`src/design/rhb_pkg.sv`:
```
`default_nettype none

package rhb_pkg;

  // field widths of the channels and the configuration port
  localparam int SAMPLE_W   = 32;
  localparam int BINS_W     = 9;
  localparam int IDX_W      = 8;
  localparam int OUT_CNT_W  = 32;
  localparam int CFG_IDX_W  = 2;
  localparam int CFG_DATA_W = 32;

  // divider sizing: numerator is offset times bin count, quotient is below 2**BINS_W
  localparam int NUM_W     = SAMPLE_W + BINS_W;
  localparam int DIV_CNT_W = $clog2(BINS_W + 1);

  // parameter defaults
  localparam int DEF_MAX_BINS    = 256;
  localparam int DEF_COUNT_WIDTH = 32;

  // register reset values
  localparam logic signed [SAMPLE_W-1:0] RST_MIN_VALUE = 32'sd0;
  localparam logic signed [SAMPLE_W-1:0] RST_MAX_VALUE = 32'sd65536;
  localparam logic [BINS_W-1:0]          RST_BINS      = 9'd256;

  // configuration register indexes
  localparam logic [CFG_IDX_W-1:0] CFG_MIN_VALUE   = 2'd0;
  localparam logic [CFG_IDX_W-1:0] CFG_MAX_VALUE   = 2'd1;
  localparam logic [CFG_IDX_W-1:0] CFG_BINS_IN_USE = 2'd2;

  // command codes
  typedef enum logic [1:0] {
    CMD_ADD   = 2'd0,
    CMD_CLEAR = 2'd1,
    CMD_READ  = 2'd2
  } cmd_t;

  // placement codes of a result
  typedef enum logic [1:0] {
    PLACE_BIN   = 2'd0,
    PLACE_BELOW = 2'd1,
    PLACE_ABOVE = 2'd2,
    PLACE_NONE  = 2'd3
  } place_t;

  // divider request and response
  typedef struct packed {
    logic                start;
    logic [NUM_W-1:0]    numer;
    logic [SAMPLE_W-1:0] denom;
  } div_req_t;

  typedef struct packed {
    logic              done;
    logic [BINS_W-1:0] quot;
  } div_rsp_t;

endpackage

`default_nettype wire

```
`src/design/rhb_div.sv`:
```
`default_nettype none

module rhb_div import rhb_pkg::*; (
  input  wire logic     clk,
  input  wire logic     rst_n,
  input  wire div_req_t req,
  output div_rsp_t      rsp
);

  logic [NUM_W-1:0]     rem_r;
  logic [NUM_W-2:0]     dvs_r;
  logic [BINS_W-1:0]    quot_r;
  logic [DIV_CNT_W-1:0] cnt_r;
  logic                 busy_r;
  logic                 done_r;

  logic [NUM_W-1:0] dvs_ext;
  logic             take;

  // restoring step: one quotient bit per cycle
  assign dvs_ext = {1'b0, dvs_r};
  assign take    = (rem_r >= dvs_ext);

  // step control
  always_ff @(posedge clk) begin
    if (!rst_n) begin
      busy_r <= 1'b0;
      done_r <= 1'b0;
      cnt_r  <= '0;
    end else begin
      done_r <= 1'b0;
      if (req.start) begin
        busy_r <= 1'b1;
        cnt_r  <= DIV_CNT_W'(BINS_W);
      end else if (busy_r) begin
        cnt_r <= cnt_r - DIV_CNT_W'(1);
        if (cnt_r == DIV_CNT_W'(1)) begin
          busy_r <= 1'b0;
          done_r <= 1'b1;
        end
      end
    end
  end

  // remainder, shifted divisor and quotient
  always_ff @(posedge clk) begin
    if (req.start) begin
      rem_r  <= req.numer;
      dvs_r  <= {req.denom, {(BINS_W-1){1'b0}}};
      quot_r <= '0;
    end else if (busy_r) begin
      if (take) begin
        rem_r <= rem_r - dvs_ext;
      end
      quot_r <= {quot_r[BINS_W-2:0], take};
      dvs_r  <= dvs_r >> 1;
    end
  end

  assign rsp.done = done_r;
  assign rsp.quot = quot_r;

endmodule

`default_nettype wire

```
`config.mk`:
```
export PLATFORM = sky130hd
export DESIGN_NAME = rhb_div
export DESIGN_NICKNAME = d
export VERILOG_FILES = /design/src/design/rhb_pkg.sv /design/src/design/rhb_div.sv
export SDC_FILE = /design/constraint.sdc
export NUM_CORES = 1
export LEC_CHECK = 0
export ABC_AREA = 1
export BUFFER_PORTS_ARGS = -buffer_cell sky130_fd_sc_hd__buf_2
export CORE_ASPECT_RATIO = 0.9
export CORE_MARGIN = 5
export CORE_UTILIZATION = 50
export DETAILED_ROUTE_END_ITERATION = 7
export PLACE_DENSITY_LB_ADDON = 0.08
export SLEW_MARGIN = 5
export SYNTH_ARGS = -nofsm -noshare
export SYNTH_HDL_FRONTEND = slang
export SYNTH_SLANG_ARGS = --single-unit
```
`constraint.sdc`:
```
create_clock -name clk -period 3.49 [get_ports clk]
set_clock_uncertainty 0.15 [all_clocks]
set_input_delay 0.698 -clock clk [delete_from_list [all_inputs] [get_ports clk]]
set_output_delay 0.698 -clock clk [all_outputs]
set_load 0.03 [all_outputs]
```
==> results_dict.tcl <==
set metrics [dict create \
    status "finished clean" \
    yosysTopAreaCell "edfxtp_1" \
    tightest_slew_ns 0.6879 \
    drc 0 \
    clk_pin_slew_worst_paths_ns 0.07 \
    die_x_um 135.3 \
    ctsHtreeMaxLevel 3 \
    dp.final_hpwl_um 14180 \
    n_fill_cell 1421 \
    die_height_um 122.8 \
    power_density_over_cell_area_nw_per_um2 564.8 \
    critical_path_class "register to register" \
    synthesis.instances 1042 \
    tightest_slew_margin_relative_to_the_limit_pct 54.14 \
    synthToLayoutAreaGrowth_pct 13.27 \
    required_ns 3.36 \
    post-place-cells 1308 \
    cpLargestDelayFamily "simple AND/OR/NAND/NOR gates" \
    yosys_most_used_dff "edfxtp_1" \
    synth.net_count 1161 \
    tritoncts "done" \
    peakVddDrop_mv 0.3290 \
    netSwitchingPower_mw 1.828 \
    worst_min_delay_path_class "register to register" \
    design.core.area_sq_um 13950 \
    power.internal_mw 2.690 \
    final_min_period_over_clock_period_pct 79.16 \
    grt_start_max_net_pins 71 \
    via_count_of_the_first_global_routing_pass 6063 \
    setup_repair_after_global_routing_missed_its_margin "no" \
    async_reset_ff_share_pct 0 \
    buffers_and_inverters_on_the_worst_path 1 \
    drv_cap 0 \
    final_core_util_pct 57.34 \
    critPathCaptureType "register" \
    placement_rows 41 \
    post-route-min-period_ns 2.763 \
    finalNonFillerCells 1324 \
    power_leakage_nw 4.163 \
    synth_commonest_cells "nand2_1 (379), inv_1 (195), edfxtp_1 (73)" \
    wl_per_cell_um 13.78 \
    routabilityCongestion 0.9773 \
    highest_achievable_clock_rate_mhz 361.9 \
    synth.top_cell.area_share_pct 31.04 \
    yosysSeqAreaShare_pct 37.56 \
    root_buffer_selected_by_cts "clkbuf_16" \
    power.combinational.fraction_pct 45.5 \
    fin_tns_setup_ns 0 \
    timing.critical_path.from "rem_r[5]$_DFFE_PP_" \
    cts.repair_timing.setup_buffer_count 0 \
    power_switching_share_pct 40.46 \
    grt.overflow.total 0 \
    initialDrtViolationCount 467 \
    floorplan.initialDensity_pct 50.62 \
    cts_sinks 96 \
    holdBufCountCts 0 \
    yosys_warnings 0 \
    worst_hold_slack_ns 0.3158 \
    max_transition_viols_final 0 \
    crit_path_max_incr_delay_ns 0.39 \
    timing.critical_path.fanout_max 23 \
    seq_power_share_pct 33.0 \
    critical-path-slowest-cell "ha_1" \
    1st_pass_router_iterations 6 \
    clockBufferDepth 2 \
    insertion_delay_ns 0.35 \
    final_report_hold_violation_count 0 \
    floorplan.die_area_sq_um 16610 \
    finalSetupViolCount 0 \
    drive_above_1_share_pct 12.73 \
    ys_top_cells_by_area "edfxtp_1 (31%), nand2_1 (20%), inv_1 (10%)" \
    worstSetupStartpointType "register" \
    finalWirelength_um 18250 \
    pwr-share-clk_pct 21.5 \
    cts_made_buffers 9 \
    crit_path_cell_trace "ha_1 > nand2_2 > nor2_2 > nand3_1 > nand3_1 > nand3_1 > nand3_1 > nand2_1 > nand2_1 > nand2_1 > nand2_2 > buf_4" \
    antenna_cells_inserted 0 \
    routed_via_count_divided_by_cell_count 4.924 \
    design.final.nets 1245 \
    synth-seq-cells 96 \
    mappedNetlistArea_sq_um 7063 \
    yosys.cell_types.count 36 \
    regToRegStartpoint "rem_r[5]$_DFFE_PP_" \
    cp_data_arrival_time_ns 2.63 \
    cts_resized 0 \
    synth_enable_flop_cells 73 \
    syn_avg_cell_area_sq_um 6.778 \
    hp-start "quot_r[8]$_SDFFE_PP0P_" \
    boundaryPins 86 \
    timing.critical_path.mode_cell "nand3_1" \
    antenna_found_initial 0 \
    global_route.usage.total_pct 22.43 \
    placement.io_buffers 85 \
    route.vias.total 6519 \
    yosysMostFrequentCell "nand2_1" \
    final_antenna_net_count 0 \
    grt_first_pass_wirelength_um 29750 \
]
-- flip-flops by register name (all words and copies together), names as in the netlist --
name and cells:
quot_r 9, rem_r 41, busy_r 1, done_r 1, dvs_r 40, cnt_r 4
-- layout by cell type (no fill, tap or decap), types with 2 or more instances in the layout --
master     instances
dfxtp_1           23
xor2_1             2
xnor2_1            8
or2_1              3
buf_2             85
a21oi_1           37
o22ai_1           13
nand4_1            4
clkinv_4           2
o21ai_0           57
nor2_4             2
o21bai_1           2
nand3_2            7
nor3_1             5
nor2_2             6
inv_1            194
clkinv_2           2
buf_4              8
nand3_1           59
edfxtp_1          73
nor2_1            72
nand2_1          378
nand2_2           12
clkbuf_16         10
or2_2              7
ha_1              42
o21ai_1            4
-- worst reg2reg max path, delay by kind of cell, from the launching register on --
kind,cells,cell delay (ns)
DFF,1,0.38
adders and majority gates,1,0.39
buffers and inverters,1,0.32
and+or+nand+nor,10,1.18
-- power groups by stage --
stage / Combinational (mW) / Clock, mW / Sequential, mW
6_report: 2.06 / 0.971 / 1.49
3_3_place_gp: 2.01 / 0 / 1.51
5_1_grt: 2.33 / 1.04 / 1.50
4_1_cts: 2.04 / 0.998 / 1.49
3_5_place_dp: 2.03 / 0 / 1.52
2_1_floorplan: 1.52 / 0 / 1.51
-- worst paths after layout --
| path | end | slack (ns) | depth (start not counted) |
|---|---|---|---|
| min | quot_r[8]$_SDFFE_PP0P_ | 0.32 | 2 |
| max reg2reg | rem_r[11]$_DFFE_PP_ | 0.73 | 12 |
| max | rem_r[11]$_DFFE_PP_ | 0.73 | 12 |
| min reg2reg | quot_r[8]$_SDFFE_PP0P_ | 0.32 | 2 |
-- per-layer routing --
| metal | routed length [um] | global-route usage (%) |
|---|---|---|
| met1 | 9580 | 33.47 |
| met2 | 7456 | 33.58 |
| met3 | 920 | 3.893 |
| met4 | 291 | 6.108 |
| met5 | 0 | 0 |
-- final cells by class --
class	count	area [sq um]	share of cell area (%)
multi-input combinational	730	3590	44.87
clock inverter	4	27.53	0.3441
tap	193	241.5	3.018
timing repair buffer	93	485.5	6.068
inverter	196	735.7	9.196
clock buffer	12	267.8	3.347
sequential	96	2653	33.16
-- stage by stage --
stage	worst slack (ns)	total power, mW	area, sq um
finish	0.7272	4.519	8000
global route	0.5401	4.875	8000
CTS	0.7183	4.531	8000
detailed placement	0.7296	3.543	7705
global placement	0.8381	3.515	7705
floorplan	0.5773	3.027	7063
-- logic make-up (layout without fill, tap and decap cells) --
| kind of cell | Yosys count | in the layout | synth area share, % |
|---|---|---|---|
| AO/OA/AOI/OAI | 119 | 119 | 8.982 |
| XOR/XNOR | 10 | 10 | 1.240 |
| adder cells (fa/ha/maj) | 43 | 43 | 7.724 |
| buffers and inverters | 216 | 305 | 11.66 |
| flip-flops | 96 | 96 | 37.56 |
| AND/OR/NAND/NOR | 558 | 558 | 32.84 |
Note: power is estimated with default switching activity, not from simulation.
